$ cat config.mk
export PLATFORM = sky130hd
export DESIGN_NAME = c_comment_stripper_unit
export DESIGN_NICKNAME = d
export VERILOG_FILES = /design/src/ccs_pkg.sv /design/src/ccs_front.sv /design/src/ccs_queue.sv /design/src/ccs_back.sv /design/src/c_comment_stripper_unit.sv
export SDC_FILE = /design/constraint.sdc
export NUM_CORES = 1
export LEC_CHECK = 0
export ABC_AREA = 1
export ABC_CLOCK_PERIOD_IN_PS = 6400
export BUFFER_PORTS_ARGS = -buffer_cell sky130_fd_sc_hd__buf_2
export CAP_MARGIN = 10
export CORE_MARGIN = 1.5
export CORE_UTILIZATION = 48
export CTS_CLUSTER_SIZE = 25
export DETAILED_ROUTE_END_ITERATION = 10
export HOLD_SLACK_MARGIN = 0.12
export PLACE_DENSITY = 0.64
export SLEW_MARGIN = 20
export SYNTH_ARGS = -nofsm -noshare
export SYNTH_HDL_FRONTEND = slang
export SYNTH_HIERARCHICAL = 1
export SYNTH_SLANG_ARGS = --single-unit
$ cat constraint.sdc
create_clock -name clk -period 6.4 [get_ports clk]
set_input_delay 0.64 -clock clk [delete_from_list [all_inputs] [get_ports clk]]
set_output_delay 0.64 -clock clk [all_outputs]
set_load 0.01 [all_outputs]
$ cat src/ccs_pkg.sv
// types and character constants for the comment stripper
`default_nettype none

package ccs_pkg;

  typedef enum logic [3:0] {
    MODE_NORMAL   = 4'd0,
    MODE_SLASH    = 4'd1,
    MODE_LINE     = 4'd2,
    MODE_LINE_BS  = 4'd3,
    MODE_BLOCK    = 4'd4,
    MODE_BLOCK_ST = 4'd5,
    MODE_DQ       = 4'd6,
    MODE_DQ_ESC   = 4'd7,
    MODE_SQ       = 4'd8,
    MODE_SQ_ESC   = 4'd9
  } ccs_mode_t;

  localparam logic [7:0] CH_NUL   = 8'h00;
  localparam logic [7:0] CH_NL    = 8'h0A;
  localparam logic [7:0] CH_CR    = 8'h0D;
  localparam logic [7:0] CH_DQ    = 8'h22;
  localparam logic [7:0] CH_SQ    = 8'h27;
  localparam logic [7:0] CH_STAR  = 8'h2A;
  localparam logic [7:0] CH_SLASH = 8'h2F;
  localparam logic [7:0] CH_BSL   = 8'h5C;

  // one queued request: one or two output bytes
  typedef struct packed {
    logic       two;
    logic [7:0] c0;
    logic [7:0] c1;
    logic       done;
  } ccs_entry_t;

endpackage

`default_nettype wire

$ cat src/ccs_front.sv
// lexer front end: tracks the comment/string mode and classifies each byte
`default_nettype none

module ccs_front (
  input  wire              clk,
  input  wire              rst,
  input  wire              char_valid,
  output logic             char_stall,
  input  wire  [7:0]       in_char,
  input  wire              end_of_stream,
  input  wire              queue_full,
  output logic             push,
  output ccs_pkg::ccs_entry_t push_entry
);
  import ccs_pkg::*;

  ccs_mode_t  mode;
  ccs_mode_t  mode_next;
  logic [1:0] nres;
  logic       accept;

  assign char_stall = queue_full;
  assign accept     = char_valid && !queue_full;
  assign push       = accept && (nres != 2'd0);

  always_ff @(posedge clk) begin
    if (rst) begin
      mode <= MODE_NORMAL;
    end else if (accept) begin
      mode <= mode_next;
    end
  end

  always_comb begin
    nres            = 2'd0;
    mode_next       = mode;
    push_entry.two  = 1'b0;
    push_entry.c0   = in_char;
    push_entry.c1   = CH_NUL;
    push_entry.done = 1'b0;
    if (end_of_stream) begin
      // flush a held slash ahead of the end marker
      if (mode == MODE_SLASH) begin
        nres            = 2'd2;
        push_entry.two  = 1'b1;
        push_entry.c0   = CH_SLASH;
      end else begin
        nres            = 2'd1;
        push_entry.c0   = CH_NUL;
      end
      push_entry.done = 1'b1;
      mode_next       = MODE_NORMAL;
    end else if (in_char != CH_CR) begin
      case (mode)
        MODE_SLASH: begin
          if (in_char == CH_SLASH) begin
            mode_next = MODE_LINE;
          end else if (in_char == CH_STAR) begin
            mode_next = MODE_BLOCK;
          end else begin
            // held slash was not a comment start
            nres           = 2'd2;
            push_entry.two = 1'b1;
            push_entry.c0  = CH_SLASH;
            push_entry.c1  = in_char;
            if (in_char == CH_DQ) begin
              mode_next = MODE_DQ;
            end else if (in_char == CH_SQ) begin
              mode_next = MODE_SQ;
            end else begin
              mode_next = MODE_NORMAL;
            end
          end
        end
        MODE_LINE: begin
          if (in_char == CH_NL) begin
            nres      = 2'd1;
            mode_next = MODE_NORMAL;
          end else if (in_char == CH_BSL) begin
            mode_next = MODE_LINE_BS;
          end
        end
        MODE_LINE_BS: begin
          mode_next = (in_char == CH_BSL) ? MODE_LINE_BS : MODE_LINE;
        end
        MODE_BLOCK: begin
          if (in_char == CH_STAR) begin
            mode_next = MODE_BLOCK_ST;
          end else if (in_char == CH_NL) begin
            nres = 2'd1;
          end
        end
        MODE_BLOCK_ST: begin
          if (in_char == CH_SLASH) begin
            mode_next = MODE_NORMAL;
          end else if (in_char != CH_STAR) begin
            if (in_char == CH_NL) begin
              nres = 2'd1;
            end
            mode_next = MODE_BLOCK;
          end
        end
        MODE_DQ: begin
          nres = 2'd1;
          if (in_char == CH_BSL) begin
            mode_next = MODE_DQ_ESC;
          end else if (in_char == CH_DQ || in_char == CH_NL) begin
            mode_next = MODE_NORMAL;
          end
        end
        MODE_SQ: begin
          nres = 2'd1;
          if (in_char == CH_BSL) begin
            mode_next = MODE_SQ_ESC;
          end else if (in_char == CH_SQ || in_char == CH_NL) begin
            mode_next = MODE_NORMAL;
          end
        end
        MODE_DQ_ESC: begin
          nres      = 2'd1;
          mode_next = MODE_DQ;
        end
        MODE_SQ_ESC: begin
          nres      = 2'd1;
          mode_next = MODE_SQ;
        end
        default: begin
          // normal code, unused codes included
          if (in_char == CH_SLASH) begin
            mode_next = MODE_SLASH;
          end else begin
            nres = 2'd1;
            if (in_char == CH_DQ) begin
              mode_next = MODE_DQ;
            end else if (in_char == CH_SQ) begin
              mode_next = MODE_SQ;
            end else begin
              mode_next = MODE_NORMAL;
            end
          end
        end
      endcase
    end
  end

endmodule

`default_nettype wire

$ cat src/ccs_queue.sv
// small queue of classified requests between front end and output stage
`default_nettype none

module ccs_queue #(
  parameter int Depth = 4
) (
  input  wire                 clk,
  input  wire                 rst,
  input  wire                 push,
  input  ccs_pkg::ccs_entry_t push_entry,
  output logic                full,
  input  wire                 pop,
  output logic                head_valid,
  output ccs_pkg::ccs_entry_t head
);
  import ccs_pkg::*;

  localparam int PtrW = (Depth > 1) ? $clog2(Depth) : 1;
  localparam int CntW = $clog2(Depth + 1);
  localparam logic [PtrW-1:0] LastPtr = PtrW'(Depth - 1);
  localparam logic [CntW-1:0] FullCnt = CntW'(Depth);

  ccs_entry_t          store [Depth];
  logic [PtrW-1:0]     wr_ptr;
  logic [PtrW-1:0]     rd_ptr;
  logic [CntW-1:0]     count;

  assign full       = (count == FullCnt);
  assign head_valid = (count != '0);
  assign head       = store[rd_ptr];

  always_ff @(posedge clk) begin
    if (push) begin
      store[wr_ptr] <= push_entry;
    end
  end

  always_ff @(posedge clk) begin
    if (rst) begin
      wr_ptr <= '0;
      rd_ptr <= '0;
      count  <= '0;
    end else begin
      if (push) begin
        wr_ptr <= (wr_ptr == LastPtr) ? '0 : wr_ptr + 1'b1;
      end
      if (pop) begin
        rd_ptr <= (rd_ptr == LastPtr) ? '0 : rd_ptr + 1'b1;
      end
      if (push && !pop) begin
        count <= count + 1'b1;
      end else if (pop && !push) begin
        count <= count - 1'b1;
      end
    end
  end

endmodule

`default_nettype wire

$ cat src/ccs_back.sv
// output stage: unpacks queued requests into single bytes in a result register
`default_nettype none

module ccs_back (
  input  wire                 clk,
  input  wire                 rst,
  input  wire                 head_valid,
  input  ccs_pkg::ccs_entry_t head,
  output logic                pop,
  output logic                result_valid,
  input  wire                 result_stall,
  output logic [7:0]          out_char,
  output logic                stream_done,
  output logic                last
);
  import ccs_pkg::*;

  logic load;
  logic phase;   // first byte of a two-byte request already sent
  logic final_byte;

  assign load       = head_valid && (!result_valid || !result_stall);
  assign final_byte = !head.two || phase;
  assign pop        = load && final_byte;

  always_ff @(posedge clk) begin
    if (rst) begin
      result_valid <= 1'b0;
      phase        <= 1'b0;
    end else begin
      if (load) begin
        result_valid <= 1'b1;
        phase        <= !final_byte;
      end else if (!result_stall) begin
        result_valid <= 1'b0;
      end
    end
  end

  always_ff @(posedge clk) begin
    if (load) begin
      out_char    <= phase ? head.c1 : head.c0;
      stream_done <= head.done && final_byte;
      last        <= final_byte;
    end
  end

endmodule

`default_nettype wire

$ cat src/c_comment_stripper_unit.sv
// a byte with results is queued as a request, then loaded into the result register
// throughput: one input byte per cycle while the request queue is not full; a byte
//   with two results gives two output bytes, and the queue absorbs the difference
// a byte that yields no result (comment text, carriage return) queues no request
// reset: synchronous, lexer returns to normal code, queue and result register empty
`default_nettype none

module c_comment_stripper_unit #(
  parameter int QueueDepth = 4
) (
  input  wire        clk,
  input  wire        rst,
  input  wire        char_valid,
  output logic       char_stall,
  input  wire  [7:0] in_char,
  input  wire        end_of_stream,
  output logic       result_valid,
  input  wire        result_stall,
  output logic [7:0] out_char,
  output logic       stream_done,
  output logic       last
);
  import ccs_pkg::*;

  logic       push;
  ccs_entry_t push_entry;
  logic       queue_full;
  logic       pop;
  logic       head_valid;
  ccs_entry_t head;

  ccs_front u_front (
    .clk           (clk),
    .rst           (rst),
    .char_valid    (char_valid),
    .char_stall    (char_stall),
    .in_char       (in_char),
    .end_of_stream (end_of_stream),
    .queue_full    (queue_full),
    .push          (push),
    .push_entry    (push_entry)
  );

  ccs_queue #(
    .Depth (QueueDepth)
  ) u_queue (
    .clk        (clk),
    .rst        (rst),
    .push       (push),
    .push_entry (push_entry),
    .full       (queue_full),
    .pop        (pop),
    .head_valid (head_valid),
    .head       (head)
  );

  ccs_back u_back (
    .clk          (clk),
    .rst          (rst),
    .head_valid   (head_valid),
    .head         (head),
    .pop          (pop),
    .result_valid (result_valid),
    .result_stall (result_stall),
    .out_char     (out_char),
    .stream_done  (stream_done),
    .last         (last)
  );

endmodule

`default_nettype wire

Word-level counts from Yosys, hierarchy flattened --
Memories as Yosys holds them, arrays and structs flattened. A register that Yosys moved wholly into a read port is not among the register bits. Index checks and enable logic that the tools add are counted.
Storage, ports and cells: register bits 23, input port bits 13, memory bits (writable) 72, logic and storage cells 113, memories kept 1, output and inout bits 12, bits in latches 0, bits in read-only memories 0
Operators by class: equal/unequal tests 26, div/mod/pow operators 0, multipliers 0, add/sub/neg operators 4, muxes and demuxes 49, shifts and indexed selects 0, $lt $le $gt $ge 0, reduce and logical (&&, ||, !) cells 24, bitwise logic cells 0
Memories:
- u_queue.store | depth 4, bits a word 18, rd ports 1, clocked after memory_dff 1, write ports 1, line ccs_queue.sv:23 | ccs_entry_t store [Depth];
Operators with widths (count):
- $mux 17 | 4
- $mux 4 | 16
- $pmux 4 s9 | 1
- $eq 8x6->1 const B | 4
- $mux 2 | 10
- $eq 4x3->1 const B | 4
- $mux 8 | 2
- $ne 4x2->1 const B | 4
- $pmux 2 s6 | 1
- $mux 1 | 11
- $mux 9 | 1
- $eq 4x2->1 const B | 2
- $eq 4x4->1 const B | 2
- $eq 8x4->1 const B | 1
- $eq 8x7->1 const B | 1
- $ne 8x4->1 const B | 1
- $ne 8x6->1 const B | 1
- $logic_and 1x1->1 | 7
- $logic_not 1->1 | 7
- $reduce_and 7->1 | 1
- $mux 3 | 2
- $mux 6 | 1
- $reduce_bool 2->1 | 3
- $add 2x1->2 const B | 2
- 10 further kinds | 14

Depth between registers and ports, before layout --
Gate-level depths: netlist (run 1).
word-level depth 13, depth in mapped cells 18, mapped depth without buffers 18

Modules after synthesis --
The synthesis (run 1) kept the hierarchy.
Modules (own cells, without submodules):
- ccs_queue | instances 1, area each 3190.6 um^2, cells each 234, seq. area each 2342.2 um^2
- ccs_front | instances 1, area each 932.1 um^2, cells each 191, seq. area each 80.1 um^2
- ccs_back | instances 1, area each 533.0 um^2, cells each 52, seq. area each 340.3 um^2

Worst setup path after synthesis (run 1) --
No wires, ideal clock.
path kind input port to flip-flop, from in in_char[4], to reg u_queue.count[2], arrival time 2.405 ns, setup slack 3.886 ns, path buffers 0, setup time 0.110 ns, required time 6.290 ns, cell stages on the path 17, path through inv_2 > nand2_2 > nor2_4 > nand2_1 > nand2_1 > nor2_2 > a211oi_1 > a21oi_1 > ha_1 > inv_1 > fa_1 > inv_1 > nand2_1 > nand3_1 > nand2_1 > inv_1 > nor2_1
On the way: word-level cells in the longest chain between the ends 12, elaborated cells on any way between the ends 22, those cells by class eq/ne (5); mux (11); reduce/logical (6)
Ends and longest elaborated chain:
- from (decl) | line c_comment_stripper_unit.sv:15 | input wire [7:0] in_char,
- $eq 8x4->1 | line ccs_front.sv:76, ccs_front.sv:89, ccs_front.sv:97
- $mux 1 | line ccs_front.sv:76, ccs_front.sv:89, ccs_front.sv:97
- $mux 1 | line ccs_front.sv:96 | end else if (in_char != CH_STAR) begin
- $mux 2 | line ccs_front.sv:94 | if (in_char == CH_SLASH) begin
- $pmux 2 s6 | line ccs_front.sv:54 | case (mode)
- $mux 2 (*) | line ccs_front.sv:53 | end else if (in_char != CH_CR) begin
- $mux 2 (*) | line ccs_front.sv:41 | if (end_of_stream) begin
- $reduce_bool 2->1 (*) | line ccs_front.sv:24 | assign push = accept && (nres != 2'd0);
- $logic_and 1x1->1 (*) | line ccs_front.sv:24
- net push | line c_comment_stripper_unit.sv:25 | logic push;
- $logic_not 1->1 | line ccs_queue.sv:52 | end else if (pop && !push) begin
- $logic_and 1x1->1 | line ccs_queue.sv:52
- $reduce_bool 2->1 (no line)
- to (signal assigned) | line ccs_queue.sv:51 | count <= count + 1'b1;
- to (signal assigned) | line ccs_queue.sv:53 | count <= count - 1'b1;
- to (decl) | line ccs_queue.sv:26 | logic [CntW-1:0] count;
The timed path passes the listed nets; every way through them passes the cells marked *. A chain may end at the register's enable or synchronous reset.

Worst setup path in the final report (run 1) --
from reg u_front.mode[0], to reg u_queue.count[2]
On the way: word-level cells in the longest chain between the ends 10, elaborated cells on any way between the ends 21, those cells by class eq/ne (9); mux (5); reduce/logical (7)
Ends and longest elaborated chain:
- from (decl) | line ccs_front.sv:17 | ccs_mode_t mode;
- from (signal assigned) | line ccs_front.sv:30 | mode <= mode_next;
- $eq 4x3->1 or $eq 4x4->1 (tied branches) | line ccs_front.sv:54
- $reduce_or 4->1 (no line)
- $pmux 2 s6 | line ccs_front.sv:54
- $mux 2 | line ccs_front.sv:53
- $mux 2 (*) | line ccs_front.sv:41
- $reduce_bool 2->1 (*) | line ccs_front.sv:24
- $logic_and 1x1->1 (*) | line ccs_front.sv:24
- net push | line c_comment_stripper_unit.sv:25
- $logic_not 1->1 | line ccs_queue.sv:52
- $logic_and 1x1->1 | line ccs_queue.sv:52
- $reduce_bool 2->1 (no line)
Marks and branches as above.

==> metrics, run 1 <==
RSZ-0062 raised after global routing=false; NumNets Final=519; sw frac=0.380; leakage power=0.00204 µW; antenna violations before repair=0; diodes inserted=0; cell taking the most area after synthesis=edfxtp_1; area grow syn2layout=7.15%; Clock Power Share=0.181; Final setup violation count=0; part of the power in registers=0.448; core area=9330 µm²; Synthesized Nets=497; logic gate share of total power=0.371; via count=3,272; initial DRC count=186; H-tree lvl count=3; Mapped Cells=477; fraction of registers with async set/reset=0; DR WL/cell=14.7 µm; synthesized area=4660 µm²; gr usage total=0.194; DR vias/cell=5.17; routability cong.=0.875; DR pass1 iterations=5; pin count of the biggest net entering global routing=38; port bufs=24; EDFF count, synth=82; min cycle time layout=2.74 ns; Unique masters post-synth=34; element type at the critical path end=flop; maxcap violations=0; CTS tree=yes; die outline height=101 µm; CTS Hold Buffers Added=0; ANT nets after route=0; Initial Utilization=0.499; crit-path max FO=10; Synth Register Bits=97; dominant synthesized flop cell=edfxtp_1; leading post-synthesis cells by cell area=edfxtp_1 53%, nand2_1 7.3%, nor2_1 6.6%; worst path arrival time=3.04 ns; Die Footprint=10,300 µm²; TritonCTS buffer count=9; Pins Over Slew Limit=0; row cnt=35; CTS Root Buffer Type=clkbuf_8; Seq/Total Area, Yosys=0.593; Synth Area per Inst=9.76 µm²; share of the synthesized area in the top cell type=0.529; peak supply drop=0.159 mV; Final HPWL DP=6280 µm; Fin. Hold Viols=0; DRC Markers=0; clk_skew=0.00884 ns; Ports=25; Max Freq=365 MHz; clock slew at reported path FFs=0.09 ns; Bufs on Longest Clock Path=2; clock sinks=97; crit start category=flop; gr ovfl total=0; period utilization=0.428; critical path class=reg -> reg; Routed WL=9280 µm; Hold Crit Class=reg -> reg; post-CTS sizing=0; Post-synth top cells=91 x nand2_1, 82 x edfxtp_1, 82 x nor2_1; TNS Setup=0 ns; Ys Warns=6; Least-Margin Pin Slew=0.862 ns; Hold Slack=0.508 ns; Psw=776 µW; die width=101 µm; Post-CTS Repair Setup Buffers=0; Pint=1270 µW; Power Density=410 nW/µm²; layout cell share with drive strength beyond 1=0.151; FILL cells=857; count leader, synth=nand2_1; first-pass GRT wire length=15,100 µm; CP Data Required Time=6.70 ns; number of global-route vias before repair=3,054; outcome=finished, final reports clean; Slew HR=0.425; clk_lat worst skew=0.36 ns
-- placed cells by master (no fill, tap or decap), drive strengths merged, types with 3 or more instances in the layout --
cell type,netlist,layout
nand2,97,97
nor2,94,94
edfxtp,82,82
inv,54,55
o21ai,47,47
buf,14,26
o22ai,18,18
dfxtp,15,15
nor3,14,14
nand3,13,13
clkbuf,1,13
a21oi,12,12
ha,6,6
nand4,3,3
-- per-layer routing --
layer | track usage | share of wire | wire [µm]
met1 | 0.270 | 0.49 | 4520
met2 | 0.303 | 0.44 | 4110
met3 | 0.0366 | 0.053 | 490
met4 | 0.0769 | 0.017 | 154
met5 | 0 | 0 | 0
-- cell type report --
type	instances	area, µm²	area share
repair buffers	26	135	0.0271
clock inverters	3	23.8	0.00477
well taps	129	161	0.0324
flip-flops and latches	97	2760	0.554
inverters	55	220	0.0441
multi-input cells	310	1530	0.306
clock buffers	13	160	0.0321
-- power groups by stage --
| stage | Combinational, µW | Sequential [µW] | Clock [µW] |
|---|---|---|---|
| after floorplan | 600 | 933 | 0 |
| after global placement | 745 | 928 | 0 |
| after detailed placement | 754 | 930 | 0 |
| after CTS | 756 | 916 | 381 |
| after global routing | 863 | 929 | 405 |
| final | 758 | 915 | 371 |
-- stage by stage --
stage,power (µW),area (µm²),setup slack (ns),utilization,instances
6_report,2040,4990,3.66,0.535,633
5_1_grt,2200,4990,3.39,0.535,633
4_1_cts,2050,4990,3.66,0.535,633
3_5_place_dp,1680,4800,3.43,0.515,617
3_3_place_gp,1670,4800,3.51,0.515,617
2_1_floorplan,1530,4660,3.89,-,477
-- sequential cells by signal, indices dropped and copies added (netlist names), named ones only --
name	flops
u_back/last	1
u_back/out_char	8
u_back/phase	1
u_back/result_valid	1
u_back/stream_done	1
u_front/mode	4
u_queue/count	3
u_queue/rd_ptr	2
u_queue/store	72
u_queue/wr_ptr	2
-- worst max-delay path, cell delays in order, from the launching register on --
cell and delay (ns):
dfxtp_1 0.39, inv_2 0.07, nor2_1 0.15, nand2_2 0.17
inv_2 0.19, nand2_1 0.09, nor2_2 0.12, a211oi_1 0.06
a21oi_1 0.37, ha_1 0.24, inv_1 0.07, fa_1 0.38
nand2_1 0.11, nand3_1 0.09, nand2_1 0.07, inv_1 0.04
nor2_1 0.08
-- worst paths after layout --
check / from / to / slack [ns] / cells after the start
worst max-delay path: u_front/mode[0] / u_queue/count[2] / 3.66 / 16
worst min-delay path: u_back/result_valid / u_back/result_valid / 0.51 / 2
worst max register to register: u_front/mode[0] / u_queue/count[2] / 3.66 / 16
worst min register to register: u_back/result_valid / u_back/result_valid / 0.51 / 2
-- cells by family after synthesis --
logic type	after synthesis	share of synthesized area
flops	97	0.593
simple gates	222	0.210
fa+ha+maj	7	0.0204
xor+xnor	1	0.00188
compound gates	80	0.0957
buf+inv	70	0.0790
No activity file was read; power rests on OpenSTA's default activity.
==> inputs of run 2 (changes only) <==
- ABC_AREA: 1 -> 0
- ABC_CLOCK_PERIOD_IN_PS: 6400 -> 2250
- PLACE_DENSITY: 0.64 -> 0.67
- clock period: 6.4 -> 2.25 ns (I/O delays scaled with it)
==> metrics, run 2 <==
CTS Root Buffer Type=clkbuf_8; post-route cell area=5470 µm² (+9.7%); DR vias/cell=5.49 (+6.3%); Pins Over Slew Limit=0 (unchanged); Reg-to-Reg End=u_queue/count[2]; outcome=finished with violations; clock slew at reported path FFs=0.10 ns (about the same); Hold Crit Class=in -> reg; slowest library cell on the worst path=dfxtp_2; period utilization=1.11 (+0.681); Post-synth top cells=82 x edfxtp_1, 15 x dfxtp_1, 14 x a21oi_1, 14 x nor2_1, 11 x o21ai_0; Synth Area per Inst=15.1 µm² (+55%); Min-Delay Endpoint=u_back/result_valid; Ports=25 (unchanged); Power Density=902 nW/µm² (+120%); NumNets Final=401 (-23%); fin util=0.590 (+0.0548); gr ovfl total=0 (unchanged); count leader, synth=edfxtp_1; critical path class=reg -> reg; number of global-route vias before repair=2,870 (-6.0%); Worst Min Path Start=result_stall; EDFF count, synth=82 (unchanged); gr usage total=0.193 (-0.00107); fraction of registers with async set/reset=0 (unchanged); cells on worst reg2reg path=11 (-5); dpl ws=-0.408 ns (-3.84 ns); leakage power=0.00199 µW (-2.7%); Least-Margin Pin Slew=0.546 ns (-0.316 ns); Initial Utilization=0.497 (-0.00196); final cell count without fillers=515 (-19%); Routed WL=8890 µm (-4.2%); row cnt=35 (unchanged); clk_lat worst skew=0.36 ns (about the same); commonest non-fill, non-tap cell in the layout=edfxtp_1; cell taking the most area after synthesis=edfxtp_1; clk_skew=0.0126 ns (+0.00372 ns); layout cell share with drive strength beyond 1=0.394 (+0.243); DR WL/cell=17.3 µm (+18%); pin count of the biggest net entering global routing=19 (-50%); Bufs on Longest Clock Path=2 (unchanged); CTS tree=yes; Synth Register Bits=97 (unchanged); Placement Cell Area=5260 µm² (+9.5%); core area=9280 µm² (-0.47%); Placed Cells incl. Taps=496 (-20%); leading post-synthesis cells by cell area=edfxtp_1 53%, dfxtp_1 6.5%, mux4_2 4.9%; worst path arrival time=2.79 ns (-0.25 ns); diodes inserted=0 (unchanged); min cycle time layout=2.49 ns (-0.245 ns); Die Footprint=10,200 µm² (-0.84%); peak supply drop=0.485 mV (+210%); max reg flops=72 (unchanged); final worst setup slack=-0.245 ns (-3.90 ns); worst r2r src=u_front/mode[2]; Largest regs=u_queue/store (72), u_back/out_char (8), u_front/mode (4); commonest non-fill, non-tap cells in the layout=82 x edfxtp_1, 56 x buf_4, 24 x buf_2, 14 x a21oi_1, 13 x nor2_1; die width=101 µm (-0.42%); Final setup violation count=1 (+1); Top delay family on crit path=simple AND/OR/NAND/NOR gates; Overall Power=4940 µW (+140%); routability cong.=0.955 (+9.2%); initial DRC count=191 (+2.7%); Fin. Hold Viols=0 (unchanged); Ys Warns=6 (unchanged); CP cell instances=or2_4, nor3_4, a221oi_2, o221ai_1, nor3b_4, ha_2, inv_2, fa_2, xor2_1, or3_1, a21oi_1; ANT nets after route=0 (unchanged); Slew HR=0.632 (+0.207); CP Data Required Time=2.55 ns (-4.15 ns); dominant synthesized flop cell=edfxtp_1; port bufs=24 (unchanged); H-tree lvl count=3 (unchanged); element type at the critical path end=flop; TritonCTS buffer count=9 (unchanged); Mapped Cells=305 (-36%); share of the synthesized area in the top cell type=0.533 (+0.00459); via count=2,829 (-14%); CTS Hold Buffers Added=0 (unchanged); synthesized area=4620 µm² (-0.86%); failing checks=setup timing; Synthesized Nets=325 (-35%); Max Freq=401 MHz (+9.8%); Unique masters post-synth=67 (+97%); DRC Markers=0 (unchanged); antenna violations before repair=0 (unchanged); DR pass1 iterations=4 (-1); Final HPWL DP=6400 µm (+2.0%); Seq/Total Area, Yosys=0.599 (+0.00515); clock sinks=97 (unchanged); crit-path max FO=3 (-7); die outline height=101 µm (-0.42%); maxcap violations=0 (unchanged); area grow syn2layout=18.6%; critical path buffer and inverter count=1 (-3); first-pass GRT wire length=14,600 µm (-3.1%); Crit path largest cell delay=0.33 ns (-0.06 ns); cell count of the worst hold path=3 (+1); crit start category=flop; Biggest register=u_queue/store; flop2flop setup slack=-0.24 ns (-3.90 ns); RSZ-0062 raised after global routing=true
-- run 2: per-layer routing --
| metal | vias up | share of wire | global-route usage |
|---|---|---|---|
| met5 | - | 0 | 0 |
| met4 | 0 | 0.015 | 0.0705 |
| met3 | 12 | 0.033 | 0.0305 |
| met2 | 59 | 0.51 | 0.335 |
| met1 | 1401 | 0.44 | 0.246 |
| li1 | 1357 | - | - |
-- run 2: worst max-delay path by stage --
stage                               start                to  slack, ns  depth (start not counted)
final                     u_front/mode[2]  u_queue/count[2]      -0.24                         11
after detailed placement       in_char[7]  u_queue/count[2]      -0.41                         12
after CTS                 u_front/mode[2]  u_queue/count[2]      -0.28                         11
after global placement         in_char[7]  u_queue/count[2]      -0.32                         12
after floorplan                in_char[0]  u_queue/count[2]      -0.37                         12
after global routing      u_front/mode[2]  u_queue/count[2]      -0.38                         11
-- run 2: layout make-up --
type                       count  area (µm²)
inverter                      10        37.5
clock buffer                   9         124
fill                         733        3810
clock inverter                 7        53.8
multi-input combinational    179        1710
timing repair buffer          84         621
tap                          129         161
sequential                    97        2770
-- run 2: what timing repair did --
action / 4_1_cts / 5_1_grt
resized for setup: 2 / 2
pin swaps: 6 / 3
setup buffers: 2 / 1
endpoints found under the setup margin: 2 / 18
hold endpoints to repair: 0 / 0
-- run 2: report_power, final --
group | switching [µW] | internal, µW | total [µW]
Clock | 610 | 413 | 1020
Sequential | 80.4 | 2300 | 2380
Combinational | 721 | 818 | 1540
Total | 1410 | 3530 | 4940
-- run 2: cell families (layout without fill, tap and decap cells) --
logic type	count (synthesis)	in the layout	share of synthesized area
xor+xnor	2	2	0.00380
buf+inv	29	110	0.0412
simple gates	88	88	0.125
compound gates	51	51	0.0859
flops	97	97	0.599
fa+ha+maj	7	7	0.0206
mux	31	31	0.125
-- run 2: worst min-delay path, stage by stage --
cell and delay [ns]:
buf_2 0.10, a21oi_1 0.06, nor2_1 0.07
-- run 2: stage by stage --
step / hold slack, ns / TNS (ns)
2_1_floorplan: 0.292 / -0.491
3_3_place_gp: 0.487 / -4.03
3_5_place_dp: 0.499 / -5.71
4_1_cts: 0.121 / -0.286
5_1_grt: 0.141 / -0.505
6_report: 0.136 / -0.245
==> inputs of run 3 (changes only) <==
- GPL_ROUTABILITY_DRIVEN: not set -> 0
- RECOVER_POWER: not set -> 100
==> metrics, run 3 (synthesis gave the netlist of run 2 again) <==
Worst Min Path Start=end_of_stream; outcome=finished with violations; Max Freq=415 MHz (+3.6%); CTS Root Buffer Type=clkbuf_8; commonest non-fill, non-tap cells in the layout=82 x edfxtp_1, 42 x buf_4, 14 x clkbuf_1, 14 x a21oi_1, 14 x nor2_1; initial DRC count=139 (-27%); peak supply drop=0.346 mV (-29%); clock slew at reported path FFs=0.10 ns (about the same); gr usage total=0.189 (-0.00413); NumNets Final=402 (+0.25%); die outline height=101 µm (unchanged); row cnt=35 (unchanged); via count=2,804 (-0.88%); sw frac=0.294 (+0.00776); area grow syn2layout=18.4%; Pins Over Slew Limit=0 (unchanged); DR vias/cell=5.43 (-1.1%); Routed WL=8830 µm (-0.65%); Psw=1450 µW (+2.5%); Hold Crit Class=in -> reg; Final HPWL DP=6400 µm (about the same); layout cell share with drive strength beyond 1=0.336 (-0.0579); number of global-route vias before repair=2,916 (+1.6%); TNS Setup=-0.158 ns (+0.0867 ns); crit start category=flop; Bufs on Longest Clock Path=2 (unchanged); logic gate share of total power=0.301 (-0.011); min cycle time layout=2.41 ns (-0.0867 ns); Overall Power=4930 µW (-0.17%); FILL cells=765 (+4.4%); TritonCTS buffer count=9 (unchanged); period utilization=1.07 (-0.0385); fin util=0.588 (-0.00121); ANT nets after route=0 (unchanged); element type at the critical path end=flop; Reg-to-Reg End=u_queue/count[2]; DR pass1 iterations=4 (unchanged); Initial Utilization=0.497 (unchanged); DR WL/cell=17.1 µm (-0.85%); Least-Margin Pin Slew=0.720 ns (+0.174 ns); Clock Power Share=0.216 (+0.009); part of the power in registers=0.483 (+0.002); antenna violations before repair=0 (unchanged); Final setup violation count=1 (unchanged); Min-Delay Endpoint=u_queue/store[1][0]; max reg flops=72 (unchanged); Biggest register=u_queue/store; clk_lat worst skew=0.36 ns (about the same); Largest regs=u_queue/store (72), u_back/out_char (8), u_front/mode (4); critical path buffer and inverter count=1 (unchanged); Die Footprint=10,200 µm² (unchanged); worst r2r src=u_front/mode[2]; CTS tree=yes; crit-path max FO=3 (unchanged); cell count of the worst hold path=1 (-2); critical path class=reg -> reg; failing checks=setup timing; Slew HR=0.517 (-0.115); Power Density=903 nW/µm² (about the same); Ports=25 (unchanged); Top delay family on crit path=simple AND/OR/NAND/NOR gates; DRC Markers=0 (unchanged); H-tree lvl count=3 (unchanged); pin count of the biggest net entering global routing=19 (unchanged); gr ovfl total=0 (unchanged); leakage power=0.00194 µW (-2.1%); Pint=3480 µW (-1.3%); clock sinks=97 (unchanged); worst path arrival time=2.70 ns (-0.09 ns); CP Data Required Time=2.54 ns (about the same); slowest library cell on the worst path=dfxtp_2; flop2flop setup slack=-0.16 ns (+0.09 ns); Fin. Hold Viols=0 (unchanged); first-pass GRT wire length=14,600 µm (about the same); port bufs=24 (unchanged); CP cell instances=or2_4, nor3_4, a221oi_2, o221ai_2, nor3b_4, ha_2, inv_2, fa_2, xor2_1, or3_1, a21oi_1; die width=101 µm (unchanged); core area=9280 µm² (unchanged); diodes inserted=0 (unchanged); RSZ-0062 raised after global routing=true; final worst setup slack=-0.158 ns (+0.0867 ns); clk_skew=0.0133 ns (+0.000729 ns); maxcap violations=0 (unchanged); cells on worst reg2reg path=11 (unchanged); Crit path largest cell delay=0.33 ns (about the same); commonest non-fill, non-tap cell in the layout=edfxtp_1
[run 3: final cells by class]
class | count | area, µm² | share of cell area
Clock inverter | 7 | 61.3 | 0.0112
Clock buffer | 9 | 124 | 0.0227
Sequential cell | 97 | 2770 | 0.506
Inverter | 10 | 37.5 | 0.00687
Multi-Input combinational cell | 179 | 1690 | 0.309
Timing Repair Buffer | 85 | 628 | 0.115
Tap cell | 129 | 161 | 0.0295
[run 3: how the worst max path moves through the flow]
| stage | from | endpoint | slack (ns) | cells after the start |
|---|---|---|---|---|
| after detailed placement | in_char[5] | u_queue/count[2] | -0.42 | 12 |
| after global routing | u_front/mode[2] | u_queue/count[2] | -0.30 | 11 |
| after CTS | u_front/mode[2] | u_queue/count[2] | -0.21 | 11 |
| final | u_front/mode[2] | u_queue/count[2] | -0.16 | 11 |
| after floorplan | in_char[0] | u_queue/count[2] | -0.37 | 12 |
| after global placement | in_char[5] | u_queue/count[2] | -0.36 | 12 |
[run 3: timing repair]
item | CTS | global route
pin swaps | 6 | 5
cloned | 0 | 0
buffers inserted | 4 | 0
endpoints found under the hold margin | 1 | 0
hold buffers | 1 | 0
gates resized for setup | 1 | 5
setup endpoints to repair | 2 | 5
[run 3: per-stage QoR]
step | instances | setup WS (ns) | area [µm²] | hold WS [ns]
2_1_floorplan | 305 | -0.367 | 4690 | 0.292
3_3_place_gp | 495 | -0.365 | 5290 | 0.486
3_5_place_dp | 495 | -0.421 | 5290 | 0.493
4_1_cts | 516 | -0.215 | 5520 | 0.175
5_1_grt | 516 | -0.298 | 5460 | 0.170
6_report | 516 | -0.158 | 5460 | 0.183
[run 3: power by group through the flow]
stage                     Sequential [µW]  Clock, µW  Combinational (µW)
after detailed placement             2420          0                1570
after CTS                            2380       1090                1590
final                                2380       1060                1490
after global placement               2410          0                1530
after global routing                 2410       1160                1640
after floorplan                      2470          0                 992
[run 3: worst register-to-register path, delay by kind of cell (launching register included)]
family,cells,cell delay (ns)
xor gates and xnor gates,1,0.15
DFF,1,0.33
adders and majority gates,2,0.54
and+or+nand+nor,4,1.01
AOI/OAI and AO/OA,3,0.29
buffers and inverters,1,0.04
[run 3: routing by layer]
layer | part of all wire | global-route usage | vias to the layer above
li1 | - | - | 1359
met1 | 0.45 | 0.241 | 1361
met2 | 0.50 | 0.327 | 72
met3 | 0.042 | 0.0319 | 12
met4 | 0.011 | 0.0662 | 0
met5 | 0 | 0 | -
